===== src/rtl/rse_pkg.sv =====
// Shared types, codes and sizes for the record stack engine.
// No dependencies; every other file imports this package.
package rse_pkg;

  localparam int DEPTH      = 32;
  localparam int NAME_BYTES = 14;

  localparam int FILL_W  = $clog2(DEPTH + 1);
  localparam int PTR_W   = $clog2(DEPTH);
  localparam int HALF_W  = 56;
  localparam int AGE_W   = 7;
  localparam int YEAR_W  = 12;
  localparam int MONTH_W = 4;
  localparam int DAY_W   = 5;
  localparam int ENTRY_W = 6;

  localparam int CMDQ_DEPTH = 2;
  localparam int CMDQ_AW    = $clog2(CMDQ_DEPTH);
  localparam int CMDQ_CW    = $clog2(CMDQ_DEPTH + 1);

  localparam logic [2:0] OP_PUSH = 3'd0;
  localparam logic [2:0] OP_POP  = 3'd1;
  localparam logic [2:0] OP_ALL  = 3'd2;
  localparam logic [2:0] OP_LIST = 3'd3;

  localparam logic [1:0] FC_NAME = 2'd0;
  localparam logic [1:0] FC_AGE  = 2'd1;

  function automatic logic [HALF_W-1:0] name_mask(input int bytes);
    logic [HALF_W-1:0] m;
    m = '0;
    for (int i = 0; i < HALF_W / 8; i++) begin
      if (i < bytes) m[8*i +: 8] = 8'hFF;
    end
    return m;
  endfunction

  localparam logic [HALF_W-1:0] MASK_FIRST  = name_mask(NAME_BYTES);
  localparam logic [HALF_W-1:0] MASK_SECOND = name_mask(NAME_BYTES - 7);

  typedef enum logic [2:0] {
    K_PUSH,
    K_POP,
    K_ALL,
    K_LIST,
    K_COUNT
  } kind_t;

  typedef enum logic [2:0] {
    C_NAME,
    C_AGE,
    C_DATE,
    C_RECORD,
    C_COUNT
  } content_t;

  typedef enum logic [1:0] {
    ST_OK,
    ST_EMPTY,
    ST_FULL
  } status_t;

  typedef enum logic [0:0] {
    S_IDLE,
    S_READ
  } state_t;

  typedef struct packed {
    logic [HALF_W-1:0]  name_first;
    logic [HALF_W-1:0]  name_second;
    logic [AGE_W-1:0]   age;
    logic [YEAR_W-1:0]  year;
    logic [MONTH_W-1:0] month;
    logic [DAY_W-1:0]   day;
  } rec_t;

  typedef struct packed {
    kind_t    kind;
    content_t choice;
    rec_t     rec;
  } cmd_t;

  typedef struct packed {
    status_t             status;
    content_t            content;
    rec_t                rec;
    logic [ENTRY_W-1:0]  entries;
    logic                last;
  } res_t;

endpackage


===== src/rtl/rse_back.sv =====
// Back end: record memory, fill level, read sequencer and result register.
// Depends on rse_pkg.
module rse_back
  import rse_pkg::*;
(
  input  logic clk,
  input  logic rst,
  input  logic cmd_valid,
  input  cmd_t cmd,
  output logic cmd_take,
  input  logic pop,
  output logic empty,
  output res_t res
);

  rec_t mem [DEPTH];
  rec_t rd_data;

  state_t             state, state_next;
  logic [FILL_W-1:0]  fill, fill_next;
  logic [PTR_W-1:0]   ptr, ptr_next;
  kind_t              cur_kind, kind_next;
  content_t           cur_choice, choice_next;
  logic               out_valid;
  logic               out_room;
  logic               out_load;
  res_t               res_next;
  logic               mem_we;
  logic               rd_en;
  logic [PTR_W-1:0]   rd_addr;

  assign empty    = !out_valid;
  assign out_room = !out_valid || pop;

  always_ff @(posedge clk) begin
    if (rst) begin
      state     <= S_IDLE;
      fill      <= '0;
      out_valid <= 1'b0;
    end else begin
      state <= state_next;
      fill  <= fill_next;
      if (out_load) out_valid <= 1'b1;
      else if (pop) out_valid <= 1'b0;
    end
  end

  always_ff @(posedge clk) begin
    ptr        <= ptr_next;
    cur_kind   <= kind_next;
    cur_choice <= choice_next;
    if (out_load) res <= res_next;
  end

  always_ff @(posedge clk) begin
    if (mem_we) mem[PTR_W'(fill)] <= cmd.rec;
    if (rd_en) rd_data <= mem[rd_addr];
  end

  always_comb begin
    state_next  = state;
    fill_next   = fill;
    ptr_next    = ptr;
    kind_next   = cur_kind;
    choice_next = cur_choice;
    cmd_take    = 1'b0;
    mem_we      = 1'b0;
    rd_en       = 1'b0;
    rd_addr     = ptr;
    out_load    = 1'b0;
    res_next    = '0;
    res_next.last = 1'b1;
    case (state)
      S_IDLE: begin
        if (cmd_valid) begin
          case (cmd.kind)
            K_PUSH: begin
              if (fill == FILL_W'(DEPTH)) begin
                if (out_room) begin
                  cmd_take        = 1'b1;
                  out_load        = 1'b1;
                  res_next.status = ST_FULL;
                end
              end else begin
                cmd_take  = 1'b1;
                mem_we    = 1'b1;
                fill_next = fill + 1'b1;
              end
            end
            K_COUNT: begin
              if (out_room) begin
                cmd_take         = 1'b1;
                out_load         = 1'b1;
                res_next.content = C_COUNT;
                res_next.entries = ENTRY_W'(fill);
              end
            end
            default: begin
              if (fill == '0) begin
                if (out_room) begin
                  cmd_take         = 1'b1;
                  out_load         = 1'b1;
                  res_next.status  = ST_EMPTY;
                  res_next.content = (cmd.kind == K_POP) ? cmd.choice : C_RECORD;
                end
              end else begin
                cmd_take    = 1'b1;
                rd_en       = 1'b1;
                rd_addr     = PTR_W'(fill - 1'b1);
                ptr_next    = PTR_W'(fill - 1'b1);
                kind_next   = cmd.kind;
                choice_next = cmd.choice;
                state_next  = S_READ;
                if (cmd.kind == K_POP) fill_next = fill - 1'b1;
                else if (cmd.kind == K_ALL) fill_next = '0;
              end
            end
          endcase
        end
      end
      S_READ: begin
        if (out_room) begin
          out_load = 1'b1;
          if (cur_kind == K_POP) begin
            res_next.content = cur_choice;
            case (cur_choice)
              C_NAME: begin
                res_next.rec.name_first  = rd_data.name_first;
                res_next.rec.name_second = rd_data.name_second;
              end
              C_AGE: res_next.rec.age = rd_data.age;
              default: begin
                res_next.rec.year  = rd_data.year;
                res_next.rec.month = rd_data.month;
                res_next.rec.day   = rd_data.day;
              end
            endcase
            state_next = S_IDLE;
          end else begin
            res_next.content = C_RECORD;
            res_next.rec     = rd_data;
            res_next.last    = (ptr == '0);
            if (ptr == '0) begin
              state_next = S_IDLE;
            end else begin
              ptr_next = ptr - 1'b1;
              rd_en    = 1'b1;
              rd_addr  = ptr - 1'b1;
            end
          end
        end
      end
      default: state_next = S_IDLE;
    endcase
  end

  a_fill_bound: assert property (@(posedge clk) disable iff (rst)
    fill <= FILL_W'(DEPTH))
    else $error("fill level above depth");

  a_no_write_full: assert property (@(posedge clk) disable iff (rst)
    mem_we |-> (fill < FILL_W'(DEPTH)))
    else $error("record write into a full stack");

  a_read_kind: assert property (@(posedge clk) disable iff (rst)
    (state == S_READ) |-> (cur_kind == K_POP || cur_kind == K_ALL || cur_kind == K_LIST))
    else $error("read sequence for a command that reads nothing");

  a_pop_drops_one: assert property (@(posedge clk) disable iff (rst)
    (state == S_IDLE && cmd_take && cmd.kind == K_POP && fill != '0)
      |=> (fill == $past(fill) - 1'b1))
    else $error("pop did not drop one record");

  a_take_needs_cmd: assert property (@(posedge clk) disable iff (rst)
    cmd_take |-> (cmd_valid && state == S_IDLE))
    else $error("command taken while none waits or busy");

endmodule

===== config.mk =====
export PLATFORM = sky130hd
export DESIGN_NAME = rse_back
export DESIGN_NICKNAME = d
export VERILOG_FILES = /design/src/rtl/rse_pkg.sv /design/src/rtl/rse_back.sv
export SDC_FILE = /design/constraint.sdc
export NUM_CORES = 2
export LEC_CHECK = 0
export BUFFER_PORTS_ARGS = -buffer_cell sky130_fd_sc_hd__buf_2
export CAP_MARGIN = 10
export CORE_ASPECT_RATIO = 1.5
export CORE_MARGIN = 2
export CORE_UTILIZATION = 45
export CTS_BUF_LIST = sky130_fd_sc_hd__clkbuf_8 sky130_fd_sc_hd__clkbuf_16
export DETAILED_ROUTE_END_ITERATION = 10
export GPL_ROUTABILITY_DRIVEN = 0
export SLEW_MARGIN = 10
export SYNTH_ARGS = -nofsm -noshare
export SYNTH_HDL_FRONTEND = slang
export SYNTH_MEMORY_MAX_BITS = 65536
export SYNTH_SLANG_ARGS = --single-unit

===== constraint.sdc =====
create_clock -name clk -period 8.45 [get_ports clk]
set_input_delay 0.4225 -clock clk [delete_from_list [all_inputs] [get_ports clk]]
set_output_delay 0.4225 -clock clk [all_outputs]
set_load 0.005 [all_outputs]

==> run summary <==
fin crit share: 0.671
Post-synth ARST share: 0
syn_area_per_cell: 14.7 um2
final hold violations: 0
FF+latch count, synth: 4791
pwr dens: 310 mW/mm2
Setup Skew: 0.0688 ns
starting density of the core: 0.452
Rows: 287
Clock Latency Late Sink: 0.99 ns
worst hold start: cmd[142]
Slew HR: 0.151
Final setup viols: 0
DR WL/cell: 29.4 um
RSZ-0062 raised after global routing: no
fmax: 176 MHz
Die X: 526 um
most common cell in the synthesized netlist: edfxtp_1
H-tree depth: 5
number of synthesized flops with an enable pin: 4778
io pins: 304
Worst IR Drop VDD: 0.498 mV
commonest cells in the netlist: 4778 x edfxtp_1, 3582 x nand2_1, 1208 x nand3_1
Util after Layout: 0.509
CTS root buffer: clkbuf_16
critical-path cell list: inv_1, ha_1, nor4b_2, o31ai_1, nand3_1, nand2_8, inv_8, buf_12, nand2_1, o22ai_1, a221oi_1, o211ai_1
Resized cells post-CTS: 0
vias in the first global route: 108000
Yosys top cell area share: 0.781
Die H: 787 um
clk buf depth: 4
Seq/Total Area, Yosys: 0.782
DR iter-0 viols: 13700
CTS tree: done
pin slew with the least headroom to its limit: 1.27 ns
post-CTS setup buffers: 0
Post-DRT Antenna Nets: 0
Area contributors post-synth: edfxtp_1 78%, nand2_1 7.3%, nand3_1 3.3%
TritonCTS Buffers: 439
synthesis-to-finish area growth: 12.7%
via count: 112000
Yosys top cell by area: edfxtp_1
status: completed
CP required: 9.14 ns
IO buf count: 303
reg2reg start: ptr[0]$_DFF_P_
Main synth FF type: edfxtp_1
CTS Sinks: 4791
Mapped Nets: 12700
CP arrival: 6.36 ns
Critical Path Start: ptr[0]$_DFF_P_
DR pass1 iterations: 9
netlist area before placement: 0.184 mm2
share of layout cells above drive strength 1: 0.106
dpl hpwl: 262000 um
Critical Path Fanout Max: 124
setup TNS: 0 ns
largest net degree at the start of global routing: 180
final wirelength: 546000 um
max-cap violations: 0
crit start category: flop
critical path's slowest cell: inv_8
via/cell ratio: 6.03
element type at the critical path end: flop
Synth warnings: 0
Filler cells: 33300
Cells after Synth: 12500
CP peak stage delay: 0.81 ns
Synth cell types: 76
Die ar.: 0.414 mm2
Final min period: 5.67 ns
# hold bufs at CTS: 149
HP Class: in -> reg
final net count: 13000
Core Region: 0.407 mm2
drt drc: 0
register clock-pin slew on the reported worst setup and hold paths: 0.06 ns
Crit Path Category: reg -> reg
GRT overflow: 0
max-slew violations: 0
gr usage total: 0.258
Pleak: 0.0686 uW
antenna violations before repair: 64
first-pass GRT wire length: 776000 um
[stage by stage]
stage               setup WS (ns)  std cells  hold WS, ns  total power [uW]  instance area, um2
global route                 2.62      18500        0.200             66700              207000
detailed placement           3.07      17600        0.508             44400              191000
CTS                          3.07      18500        0.148             64500              207000
floorplan                   0.198      12500        0.497             38700              184000
global placement             3.24      17600        0.520             44100              191000
finish                       2.78      18600        0.243             64300              207000
[critical path: cells and delay by family, from the launching register on]
family / cells / cell delay (ns)
and+or+nand+nor: 4 / 2.01
buffers and inverters: 3 / 1.50
AOI/OAI and AO/OA: 4 / 1.02
DFF: 1 / 0.34
adders and majority gates: 1 / 0.20
[metal layers]
layer / global-route usage / wire length, um / vias to the layer above
met1: 0.351 / 214000 / 57600
met3: 0.0385 / 49200 / 1088
met4: 0.0854 / 17900 / 38
li1: - / - / 47500
met2: 0.425 / 265000 / 5694
met5: 0 / 254 / -
[worst paths after layout]
check                             to  slack (ns)  depth (start not counted)
max           rd_data[137]$_DFFE_PP_        2.78                         12
min          cur_choice[2]$_DFFE_PP_        0.24                          2
max reg2reg   rd_data[137]$_DFFE_PP_        2.78                         12
min reg2reg    res[47]$_SDFFCE_PN0P_        0.52                          1
[sequential cells by signal, indices dropped and copies added (netlist names)]
register    count
cur_choice      3
res           152
out_valid       1
state           1
mem          4480
fill            6
cur_kind        3
rd_data       140
ptr             5
[cell type report]
type / count / area [um2] / share of cell area
Clock inverter: 358 / 3340 / 0.0162
Inverter: 14 / 86.3 / 0.000417
Clock buffer: 445 / 11100 / 0.0537
Sequential cell: 4791 / 144000 / 0.694
Multi-Input combinational cell: 6913 / 36700 / 0.177
Timing Repair Buffer: 662 / 5370 / 0.0259
Tap cell: 5346 / 6690 / 0.0323
Antenna cell: 28 / 70.1 / 0.000338
[layout by cell type (no fill, tap or decap), types with 13 or more instances in the layout]
| master | count |
|---|---|
| edfxtp_1 | 4778 |
| nand2_1 | 3578 |
| nand3_1 | 1208 |
| nand4_1 | 519 |
| clkbuf_16 | 443 |
| a31oi_1 | 307 |
| buf_2 | 303 |
| mux2i_1 | 254 |
| dlygate4sd3_1 | 149 |
| buf_4 | 147 |
| and2_1 | 145 |
| a32oi_1 | 126 |
| and3_1 | 106 |
| mux4_2 | 96 |
| a21oi_1 | 91 |
| clkinv_1 | 89 |
| clkinv_2 | 89 |
| inv_1 | 77 |
| mux2_2 | 65 |
| buf_12 | 63 |
| bufinv_16 | 55 |
| o2111ai_1 | 53 |
| nor2_4 | 41 |
| o22ai_1 | 41 |
| o21ai_0 | 37 |
| diode_2 | 28 |
| nor2_1 | 21 |
| clkinvlp_4 | 21 |
| a222oi_1 | 19 |
| o21ai_1 | 18 |
| a211o_1 | 17 |
| a22oi_1 | 15 |
| a221oi_1 | 14 |
| dfxtp_1 | 13 |
[power by group]
group	internal (uW)	leakage, uW	switching [uW]
sequential	26700	0.0432	146
clock	11300	0.00733	8880
combinational	4930	0.0181	12400
total	42900	0.0686	21400
[cell families after synthesis]
logic type	synth area share
adder cells (fa/ha/maj)	0.000409
multiplexers	0.0296
AO/OA/AOI/OAI	0.0309
buffers and inverters	0.0205
AND/OR/NAND/NOR	0.136
XOR/XNOR	0.000191
flip-flops	0.782
Note: power is estimated with default switching activity, not from simulation.
