**src/rtl/rse_pkg.sv**
```systemverilog
// Shared types, codes and sizes for the record stack engine.
// No dependencies; every other file imports this package.
package rse_pkg;

  localparam int DEPTH      = 32;
  localparam int NAME_BYTES = 14;

  localparam int FILL_W  = $clog2(DEPTH + 1);
  localparam int PTR_W   = $clog2(DEPTH);
  localparam int HALF_W  = 56;
  localparam int AGE_W   = 7;
  localparam int YEAR_W  = 12;
  localparam int MONTH_W = 4;
  localparam int DAY_W   = 5;
  localparam int ENTRY_W = 6;

  localparam int CMDQ_DEPTH = 2;
  localparam int CMDQ_AW    = $clog2(CMDQ_DEPTH);
  localparam int CMDQ_CW    = $clog2(CMDQ_DEPTH + 1);

  localparam logic [2:0] OP_PUSH = 3'd0;
  localparam logic [2:0] OP_POP  = 3'd1;
  localparam logic [2:0] OP_ALL  = 3'd2;
  localparam logic [2:0] OP_LIST = 3'd3;

  localparam logic [1:0] FC_NAME = 2'd0;
  localparam logic [1:0] FC_AGE  = 2'd1;

  function automatic logic [HALF_W-1:0] name_mask(input int bytes);
    logic [HALF_W-1:0] m;
    m = '0;
    for (int i = 0; i < HALF_W / 8; i++) begin
      if (i < bytes) m[8*i +: 8] = 8'hFF;
    end
    return m;
  endfunction

  localparam logic [HALF_W-1:0] MASK_FIRST  = name_mask(NAME_BYTES);
  localparam logic [HALF_W-1:0] MASK_SECOND = name_mask(NAME_BYTES - 7);

  typedef enum logic [2:0] {
    K_PUSH,
    K_POP,
    K_ALL,
    K_LIST,
    K_COUNT
  } kind_t;

  typedef enum logic [2:0] {
    C_NAME,
    C_AGE,
    C_DATE,
    C_RECORD,
    C_COUNT
  } content_t;

  typedef enum logic [1:0] {
    ST_OK,
    ST_EMPTY,
    ST_FULL
  } status_t;

  typedef enum logic [0:0] {
    S_IDLE,
    S_READ
  } state_t;

  typedef struct packed {
    logic [HALF_W-1:0]  name_first;
    logic [HALF_W-1:0]  name_second;
    logic [AGE_W-1:0]   age;
    logic [YEAR_W-1:0]  year;
    logic [MONTH_W-1:0] month;
    logic [DAY_W-1:0]   day;
  } rec_t;

  typedef struct packed {
    kind_t    kind;
    content_t choice;
    rec_t     rec;
  } cmd_t;

  typedef struct packed {
    status_t             status;
    content_t            content;
    rec_t                rec;
    logic [ENTRY_W-1:0]  entries;
    logic                last;
  } res_t;

endpackage

```
**src/rtl/rse_cmd_fifo.sv**
```systemverilog
// Short command queue between the front end and the stack back end.
// Depends on rse_pkg.
module rse_cmd_fifo
  import rse_pkg::*;
(
  input  logic clk,
  input  logic rst,
  input  logic wr_en,
  input  cmd_t wr_data,
  output logic full,
  input  logic rd_en,
  output cmd_t rd_data,
  output logic valid
);

  cmd_t               slots [CMDQ_DEPTH];
  logic [CMDQ_AW-1:0] wr_ptr;
  logic [CMDQ_AW-1:0] rd_ptr;
  logic [CMDQ_CW-1:0] count;

  assign full    = (count == CMDQ_CW'(CMDQ_DEPTH));
  assign valid   = (count != '0);
  assign rd_data = slots[rd_ptr];

  always_ff @(posedge clk) begin
    if (rst) begin
      wr_ptr <= '0;
      rd_ptr <= '0;
      count  <= '0;
    end else begin
      if (wr_en) begin
        wr_ptr <= (wr_ptr == CMDQ_AW'(CMDQ_DEPTH - 1)) ? '0 : wr_ptr + 1'b1;
      end
      if (rd_en) begin
        rd_ptr <= (rd_ptr == CMDQ_AW'(CMDQ_DEPTH - 1)) ? '0 : rd_ptr + 1'b1;
      end
      if (wr_en && !rd_en) count <= count + 1'b1;
      else if (rd_en && !wr_en) count <= count - 1'b1;
    end
  end

  always_ff @(posedge clk) begin
    if (wr_en) slots[wr_ptr] <= wr_data;
  end

endmodule

```
**config.mk**
```make
export PLATFORM = sky130hd
export DESIGN_NAME = rse_cmd_fifo
export DESIGN_NICKNAME = d
export VERILOG_FILES = /design/src/rtl/rse_pkg.sv /design/src/rtl/rse_cmd_fifo.sv
export SDC_FILE = /design/constraint.sdc
export NUM_CORES = 1
export LEC_CHECK = 0
export ABC_CLOCK_PERIOD_IN_PS = 7200
export BUFFER_PORTS_ARGS = -buffer_cell sky130_fd_sc_hd__buf_2
export CORE_MARGIN = 2
export CORE_UTILIZATION = 47
export DETAILED_ROUTE_END_ITERATION = 6
export PLACE_DENSITY = 0.76
export RECOVER_POWER = 100
export SLEW_MARGIN = 20
export SYNTH_ARGS = -nofsm -noshare
export SYNTH_HDL_FRONTEND = slang
export SYNTH_SLANG_ARGS = --single-unit
```
**constraint.sdc**
```tcl
create_clock -name clk -period 7.2 [get_ports clk]
set_input_delay 0.36 -clock clk [delete_from_list [all_inputs] [get_ports clk]]
set_output_delay 0.36 -clock clk [all_outputs]
set_load 0.01 [all_outputs]
```
==> out/qor.yml, run 1 <==
run_status:
  outcome: "finished, violations left"
  failed_checks: "max-capacitance violations, max-slew violations"
clocking:
  cts_root_buf: "clkbuf_16"
  clk_pin_slew_worst_paths_ps: 60
  clock_latency_ps: 530
  postCtsHoldBufs: 123
  post_cts_resized: 0
  cts_post_setup_buffers_inserted: 0
  numClockSinks: 297
  cts_tree: "built"
  numCtsBuffers: 31
  cts_max_level: 1
  clockBufferDepth: 3
floorplan:
  die_area_um2: 24200
  core_area_um2: 22600
  core.rowCount: 55
  start_util_pct: 47.9
  io_pins: 298
  die_w_um: 156
  die_y_um: 156
power:
  p_leak_nw: 4.88
  ir_drop_mv: 0.210
  p_total_mw: 3.90
  p_per_area_nw_per_um2: 271
sta:
  fin_crit_sh_pct: 68.2
  skew_ps: 12.2
  worstMarginPinSlew_ps: 3890
  finalMaxSlewViolations: 233
  rsz0062_at_grt: "no"
  fin_tns_setup_ps: 0
  fmax_mhz: 204
  fin_ws_ps: 2290
  hold_violations: 0
  slew_headroom_pct: -160
  post-route-min-period_ps: 4910
  setup_viol: 0
routing:
  first_iter_violations: 319
  drc_errors: 0
  vias: 6054
  met3_length_um: 1510
  maxUsedRoutingLayer: "met4"
  wirelength_um: 23100
  dr_wl_met2_um: 12100
  vias_per_cell: 4.91
  avgRoutedWirePerCell_um: 18.7
  first_pass_iters: 6
  wl_met1_um: 8890
  antenna_left: 0
global_routing:
  grt_pass1_wl_um: 33800
  grt_pass1_vias: 6434
  grt_antenna_before_repair: 1
  grt_start_max_net_pins: 80
  grt_overflow_total: 0
  grt_usage_pct: 17.8
logic_synthesis:
  yosysWarnings: 0
  syn-num-nets: 627
  synth.avg_cell_area_um2: 22.7
  syn_area_um2: 10800
  ys_ff_latch: 297
  ys_seq_area_share_pct: 82.1
  ys_types: 16
  synthCells: 476
placed_design:
  place_congestion: 0.716
  hpwl_um: 13300
  io_buffers: 297
  preCtsSetupSlack_ps: 4270
  dp_cells: 1046
setup_path:
  crit_arrival_ps: 4950
  worstSetupPathType: "reg -> reg"
  max_stage_delay_ps: 2820
  worstSetupEndpointType: "flop"
  cp_num_buf_inv: 1
  cpMaxStageDelayCell: "clkbuf_1"
  crit_family: "buffers and inverters"
  cp.required_ps: 7240
  startpoint_type: "flop"
  critical_path.max_fanout: 68
  path_cells: "nor2b_1 -> clkbuf_1"
cells_and_area:
  layout-drive-gt1-share_pct: 25.6
  layout_commonest_cell: "edfxtp_1"
  layout_common_cells: "292 x edfxtp_1, 250 x clkbuf_1, 141 x mux2_2, 129 x dlygate4sd3_1, 51 x buf_2"
  syn2layout_area_growth_pct: 33.1
  utilization_pct: 63.7
  finalNonFillerCells: 1234
  fin_nets: 1075
worst_hold_path:
  hp-class: "in -> reg"
job:
  drv_cap: 5
worst paths after layout:
kind / from / to / slack, ps / cells after the start
worst min register to register: count[1] / count[1] / 530 / 2
worst min-delay path: wr_data[118] / slots[1][118] / 40 / 1
worst max register to register: wr_ptr / slots[0][32] / 2290 / 2
worst max-delay path: wr_ptr / slots[0][32] / 2290 / 2
cell type report:
| cell class | count | area [um^2] |
|---|---|---|
| Timing Repair Buffer | 431 | 2500 |
| Tap cell | 285 | 357 |
| Fill cell | 1691 | 8190 |
| Clock inverter | 21 | 103 |
| Sequential cell | 297 | 8870 |
| Antenna cell | 1 | 2.50 |
| Inverter | 1 | 3.75 |
| Multi-Input combinational cell | 162 | 1750 |
| Clock buffer | 36 | 795 |
synthesized netlist by cell type:
cell | count | area [um^2]
a21oi_1 | 1 | 5.00
and2_1 | 1 | 6.26
and2b_2 | 1 | 8.76
buf_6 | 16 | 180
dfxtp_1 | 5 | 100
edfxtp_1 | 292 | 8770
ha_1 | 1 | 12.5
inv_1 | 1 | 3.75
mux2_2 | 146 | 1640
nor2_1 | 4 | 15.0
nor2b_1 | 1 | 6.26
o21ai_0 | 1 | 5.00
or2_2 | 1 | 6.26
or3_1 | 1 | 6.26
xnor2_1 | 2 | 17.5
xor2_1 | 2 | 17.5
logic make-up after synthesis:
group | synth area share, %
AO/OA/AOI/OAI | 0.0926
buffers and inverters | 1.70
flip-flops | 82.1
multiplexers | 15.2
XOR/XNOR | 0.324
adder cells (fa/ha/maj) | 0.116
AND/OR/NAND/NOR | 0.452
sequential cells by signal, indices dropped and copies added (netlist names), named ones only:
signal,flops
count,2
rd_ptr,1
wr_ptr,1
slots,292
worst reg2reg max path, stage by stage, from the launching register on:
cell and delay (ps):
dfxtp_1 340, nor2b_1 1200, clkbuf_1 2830
metrics by stage:
stage | hold slack, ps | area, um^2
after floorplan | 429 | 10800
after global placement | 485 | 12500
after detailed placement | 515 | 12500
after global routing | 28.6 | 14400
after CTS | 0.0989 | 14600
final | 42.1 | 14400
report_power, final:
| group | total, mW | internal, mW | switching [mW] |
|---|---|---|---|
| logic | 0.422 | 0.198 | 0.224 |
| clock network | 1.41 | 0.785 | 0.620 |
| registers | 2.07 | 2.03 | 0.0412 |
metal layers:
layer	up-vias	track usage (%)
met4	0	4.98
met2	221	32.0
met5	-	0
met1	2983	21.1
met3	45	4.94
li1	2805	-
Power figures use the tool's default switching activity.
==> run 2: changes to the inputs <==
Settings changed: ABC_CLOCK_PERIOD_IN_PS 7200 to 4700, CORE_UTILIZATION 47 to 52, PLACE_DENSITY 0.76 to 0.79.
Clock period 7.2 ns to 4.7 ns, I/O delays scaled along.
==> run 2 against run 1 <==
Compared with the run above:
- the run still ends with max-capacitance violations, max-slew violations left
- worst setup slack lost 1000 ps
- power is 55% higher
- largest cell class unchanged
- combinational power up 59%
- register-to-register slack got worse by 890 ps
==> out/qor.yml, run 2 (synthesis results as in run 1) <==
run_status:
  outcome: "finished, violations left"  # unchanged
  failed_checks: "max-capacitance violations, max-slew violations"  # unchanged
sta:
  fin_tns_setup_ps: 0  # unchanged
  setup_viol: 0  # unchanged
  skew_ps: 8.91  # was 12.2 ps
  post-route-min-period_ps: 3400
  rsz0062_at_grt: "no"  # unchanged
  worstMarginPinSlew_ps: 1980  # was 3890 ps
  finalMaxSlewViolations: 178  # was 233
  fmax_mhz: 294
  fin_crit_sh_pct: 72.4
  hold_violations: 0  # unchanged
  fin_ws_ps: 1300  # was 2290 ps
  slew_headroom_pct: -32.2  # was -160%
setup_path:
  worstSetupEndpointType: "primary output"  # was flop
  startpoint_type: "flop"  # unchanged
  cp.required_ps: 4470  # was 7240 ps
  crit_arrival_ps: 3170  # was 4950 ps
  critical_path.max_fanout: 77  # was 68
  worstSetupPathType: "reg -> out"  # was reg -> reg
routing:
  first_iter_violations: 282  # was 319
  wirelength_um: 24100  # was 23,100 um
  avgRoutedWirePerCell_um: 19.6  # was 18.7 um
  drc_errors: 0  # unchanged
  vias_per_cell: 5.07  # was 4.91
  antenna_left: 0  # unchanged
  vias: 6237  # was 6,054
  first_pass_iters: 4  # was 6
cells_and_area:
  syn2layout_area_growth_pct: 35.0  # was 33.1%
  fillCellCount: 1338  # was 1,691
  layout-drive-gt1-share_pct: 23.9  # was 25.6%
  num_antenna_cells: 0  # was 1
  largest_reg_flops: 292  # unchanged
  utilization_pct: 71.9  # was 63.7%
  regMostFlops: "slots"  # unchanged
  fin_area_um2: 14600  # was 14,400 um^2
  reg_top3: "slots x292, count x2"  # unchanged
  fin_nets: 1091  # was 1,075
  layout_commonest_cell: "edfxtp_1"  # unchanged
  layout_common_cells: "292 x edfxtp_1, 255 x clkbuf_1, 147 x dlygate4sd3_1, 133 x mux2_2, 48 x buf_2"  # was 292 x edfxtp_1, 250 x clkbuf_1, 141 x mux2_2, 129 x dlygate4sd3_1, 51 x buf_2
job:
  drv_cap: 3  # was 5
global_routing:
  grt_usage_pct: 21.5  # was 17.8%
  grt_pass1_vias: 7022  # was 6,434
  grt_start_max_net_pins: 84  # was 80
  grt_pass1_wl_um: 36700  # was 33,800 um
  grt_antenna_before_repair: 0  # was 1
  grt_overflow_total: 0  # unchanged
power:
  p_total_mw: 6.04  # was 3.90 mW
  p_per_area_nw_per_um2: 414  # was 271 nW/um^2
  p_leak_nw: 4.96  # was 4.88 nW
  ir_drop_mv: 0.298  # was 0.210 mV
clocking:
  cts_max_level: 1  # unchanged
  cts_root_buf: "clkbuf_16"  # unchanged
  cts_post_setup_buffers_inserted: 0  # unchanged
  clk_pin_slew_worst_paths_ps: 60  # about the same
  cts_tree: "built"  # unchanged
  numCtsBuffers: 29  # was 31
  clockBufferDepth: 3  # unchanged
  clock_latency_ps: 520  # was 530 ps
  numClockSinks: 297  # unchanged
floorplan:
  die_y_um: 148  # was 156 um
  io_pins: 298  # unchanged
  start_util_pct: 53.2  # was 47.9%
  core_area_um2: 20300  # was 22,600 um^2
  core.rowCount: 52  # was 55
  die_w_um: 148  # was 156 um
  die_area_um2: 21900  # was 24,200 um^2
placed_design:
  hpwl_um: 13400  # was 13,300 um
  io_buffers: 297  # unchanged
  place_congestion: 0.783  # was 0.716
  preCtsSetupSlack_ps: 2410  # was 4270 ps
  dpl-instance-area_um2: 12500  # about the same
worst_hold_path:
  hp-class: "in -> reg"  # unchanged
## run 2: cell count changes in the layout (fill, tap and decap cells not counted), sizes merged
cell and delta:
clkinvlp -1, bufinv +2, diode -1, dlygate4sd3 +18
clkinv -10, clkbuf +5, buf -1
## run 2: worst paths after layout
check,start,endpoint,slack (ps),cells past startpoint
worst min-delay path,rd_en,flop,40,3
worst max-delay path,flop,rd_data[139],1300,3
worst max register to register,wr_ptr,slots[0][118],1400,3
worst min register to register,count[1],count[1],520,2
## run 2: cell type report
class	instances	area, um^2	area share (%)
inverter	1	3.75	0.0257
multi-input combinational	162	1750	12.0
tap	270	338	2.32
timing repair buffer	449	2700	18.5
clock buffer	40	807	5.53
sequential	297	8870	60.8
clock inverter	12	111	0.763
## run 2: what timing repair did
| item | in CTS | in global routing |
|---|---|---|
| endpoints found under the hold margin | 297 | 0 |
| resized for setup | 0 | 0 |
| hold buffers | 147 | 0 |
## run 2: power breakdown
| group | total (mW) | internal, mW | switching [mW] |
|---|---|---|---|
| sequential | 3.16 | 3.10 | 0.0677 |
| combinational | 0.672 | 0.320 | 0.352 |
| clock | 2.20 | 1.30 | 0.899 |
## run 2: worst max-delay path, stage by stage (launching register included)
cell	delay, ps
dfxtp_2	1560
buf_12	420
mux2_1	390
buf_2	150
## run 2: per-stage QoR
step           instances  hold WS, ps
2_1_floorplan        476          304
3_3_place_gp        1031          422
3_5_place_dp        1031          427
4_1_cts             1230         5.31
5_1_grt             1231         39.4
6_report            1231         42.2
## run 2: layer usage
layer,track usage (%),up-vias,share of wire (%)
met5,0,-,0
met4,7.14,0,3.4
met3,4.08,58,6.1
met2,39.8,285,53
met1,25.3,3068,38
li1,-,2826,-
==> run 3: changes to the inputs <==
Settings changed: ABC_AREA from default to 1, ABC_CLOCK_PERIOD_IN_PS 4700 to 2980, CORE_UTILIZATION 52 to 47, PLACE_DENSITY 0.79 to 0.76.
Clock period 4.7 ns to 2.98 ns, I/O delays scaled along.
==> run 3 against run 2 <==
Compared with the run above:
- the flow still finishes with violations (max-capacitance violations, max-slew violations)
- non-clock buffer count grew 4
- cell count rose by 2.6%
- wire length is 5.7% lower
- critical endpoint is now rd_data[30]
==> out/qor.yml, run 3 <==
run_status:
  outcome: "finished, violations left"  # unchanged
  failed_checks: "max-capacitance violations, max-slew violations"  # unchanged
logic_synthesis:
  ys_types: 15  # was 16
  syn_area_um2: 10800  # about the same
  async_flop_share_pct: 0  # unchanged
  synthCells: 487  # was 476
  syn-num-nets: 638  # was 627
  yosysTopAreaCell: "edfxtp_1"  # unchanged
  synth_edf_count: 292  # unchanged
  synth.avg_cell_area_um2: 22.3  # was 22.7 um^2
  ys_ff_latch: 297  # unchanged
  yosysWarnings: 0  # unchanged
  synth_area_leaders: "edfxtp_1 81%, mux2_2 15%, clkbuf_8 1.3%"  # was edfxtp_1 81%, mux2_2 15%, buf_6 1.7%
  synth_most_common_cell: "edfxtp_1"  # unchanged
  synthFlopType: "edfxtp_1"  # unchanged
  ys_seq_area_share_pct: 81.8  # was 82.1%
  synth.top_cell.area_share_pct: 80.9  # was 81.2%
  yosys-top-cells-count: "292 x edfxtp_1, 146 x mux2_2, 10 x clkbuf_8, 9 x inv_1"  # was 292 x edfxtp_1, 146 x mux2_2, 16 x buf_6, 5 x dfxtp_1, 4 x nor2_1
clocking:
  numCtsBuffers: 29  # unchanged
  post_cts_resized: 0  # unchanged
  postCtsHoldBufs: 150  # was 147
  cts_root_buf: "clkbuf_16"  # unchanged
  clock_latency_ps: 530  # was 520 ps
  cts_post_setup_buffers_inserted: 0  # unchanged
  cts_tree: "built"  # unchanged
  clockBufferDepth: 3  # unchanged
  numClockSinks: 297  # unchanged
  cts_max_level: 1  # unchanged
  clk_pin_slew_worst_paths_ps: 60  # about the same
job:
  drv_cap: 3  # unchanged
setup_path:
  cpMaxStageDelayCell: "clkbuf_4"  # was dfxtp_2
  max_stage_delay_ps: 690  # was 1560 ps
  worstSetupPathType: "reg -> out"  # unchanged
  cp.required_ps: 2830  # was 4470 ps
  cp_num_buf_inv: 2  # unchanged
  crit_family: "buffers and inverters"  # was flip-flops
  path_cells: "clkbuf_4 -> mux2_2 -> clkbuf_1"  # was buf_12 -> mux2_1 -> buf_2
  worstSetupEndpointType: "primary output"  # unchanged
  startpoint_type: "flop"  # unchanged
  crit_arrival_ps: 2380  # was 3170 ps
  critical_path.max_fanout: 51  # was 77
sta:
  finalMaxSlewViolations: 149  # was 178
  rsz0062_at_grt: "no"  # unchanged
  setup_viol: 0  # unchanged
  fmax_mhz: 395
  slew_headroom_pct: -26.4  # was -32.2%
  hold_violations: 0  # unchanged
  worstMarginPinSlew_ps: 1900  # was 1980 ps
  post-route-min-period_ps: 2530
  skew_ps: 6.81  # was 8.91 ps
  fin_crit_sh_pct: 84.9
  fin_tns_setup_ps: 0  # unchanged
global_routing:
  grt_pass1_wl_um: 34000  # was 36,700 um
  grt_overflow_total: 0  # unchanged
  grt_pass1_vias: 6454  # was 7,022
  grt_start_max_net_pins: 81  # was 84
  grt_antenna_before_repair: 0  # unchanged
  grt_usage_pct: 17.9  # was 21.5%
power:
  ir_drop_mv: 0.634  # was 0.298 mV
  power_switching_mw: 2.07  # was 1.32 mW
  p_clk_share_pct: 37.1  # was 36.5%
  p_sw_share_pct: 22.0  # was 21.8%
  p_per_area_nw_per_um2: 642  # was 414 nW/um^2
  seqPwrFrac_pct: 52.0  # was 52.4%
  power_frac_comb_pct: 10.9  # was 11.1%
  p_leak_nw: 5.05  # was 4.96 nW
  p_int_mw: 7.36  # was 4.72 mW
cells_and_area:
  fillCellCount: 1635  # was 1,338
  largest_reg_flops: 292  # unchanged
  register_area_um2: 8870  # about the same
  layout-drive-gt1-share_pct: 26.3  # was 23.9%
  syn2layout_area_growth_pct: 35.4  # was 35.0%
  layout_common_cells: "292 x edfxtp_1, 237 x clkbuf_1, 150 x dlygate4sd3_1, 144 x mux2_2, 58 x buf_2"  # was 292 x edfxtp_1, 255 x clkbuf_1, 147 x dlygate4sd3_1, 133 x mux2_2, 48 x buf_2
  fin_nets: 1106  # was 1,091
  layout_commonest_cell: "edfxtp_1"  # unchanged
  utilization_pct: 64.9  # was 71.9%
  multi_input_area_um2: 1740  # was 1750 um^2
  regMostFlops: "slots"  # unchanged
  reg_top3: "slots x292, count x2"  # unchanged
placed_design:
  hpwl_um: 13100  # was 13,400 um
  io_buffers: 297  # unchanged
  place_congestion: 0.721  # was 0.783
floorplan:
  die_area_um2: 24300  # was 21,900 um^2
  core_area_um2: 22600  # was 20,300 um^2
  die_y_um: 156  # was 148 um
  die_w_um: 156  # was 148 um
  io_pins: 298  # unchanged
  start_util_pct: 47.9  # was 53.2%
  core.rowCount: 55  # was 52
routing:
  first_iter_violations: 294  # was 282
  wirelength_um: 22700  # was 24,100 um
  avgRoutedWirePerCell_um: 18.0  # was 19.6 um
  first_pass_iters: 5  # was 4
  vias: 6167  # was 6,237
  antenna_left: 0  # unchanged
  vias_per_cell: 4.88  # was 5.07
  drc_errors: 0  # unchanged
worst_hold_path:
  hp-class: "in -> reg"  # unchanged
-- run 3: worst paths after layout --
kind | startpoint | end | slack, ps | cells past startpoint
min | wr_data[123] | slots[1][123] | 340 | 2
max reg2reg | wr_ptr | slots[1][58] | 630 | 3
min reg2reg | wr_ptr | wr_ptr | 530 | 2
max | flop | rd_data[30] | 450 | 3
-- run 3: per-stage QoR --
stage,hold WS (ps),instance area [um^2],std cells,power [mW],setup slack [ps]
after detailed placement,340,12600,1059,5.92,1270
after floorplan,221,10900,487,5.53,12.7
final,341,14700,1263,9.43,450
after global routing,326,14700,1262,9.75,333
after global placement,336,12600,1059,5.90,1300
after CTS,307,15000,1262,9.57,701
-- run 3: routing by layer --
metal  track usage, %  share of wire (%)
met1             20.6                 37
met2             32.6                 53
met3             5.36                7.8
met4             4.98                2.3
met5                0                  0
-- run 3: layout make-up --
type,count,area share [%]
clock buffers,30,4.97
multi-input cells,165,11.8
diodes,1,0.0170
inverters,9,0.239
well taps,285,2.43
flip-flops and latches,297,60.4
repair buffers,453,18.8
clock inverters,23,1.24
-- run 3: worst register-to-register path, cell delays in order, from the launching register on --
cell        delay, ps
dfxtp_1           360
nand2_2            60
clkinvlp_2         80
buf_2            1340
-- run 3: kinds of logic (layout without fill, tap and decap cells) --
kind of cell,Yosys count,in the layout,synth area share [%]
flip-flops,297,297,81.8
other,0,1,0
XOR/XNOR,1,1,0.0808
AO/OA/AOI/OAI,2,2,0.0922
buffers and inverters,25,515,2.20
multiplexers,146,146,15.2
adder cells (fa/ha/maj),1,1,0.115
AND/OR/NAND/NOR,15,15,0.565
-- run 3: power groups by stage --
stage,Sequential [mW],Clock [mW],Combinational [mW]
after floorplan,4.97,0,0.561
after global placement,4.98,0,0.918
after detailed placement,4.99,0,0.934
after CTS,4.90,3.56,1.10
after global routing,4.92,3.73,1.11
final,4.91,3.50,1.03
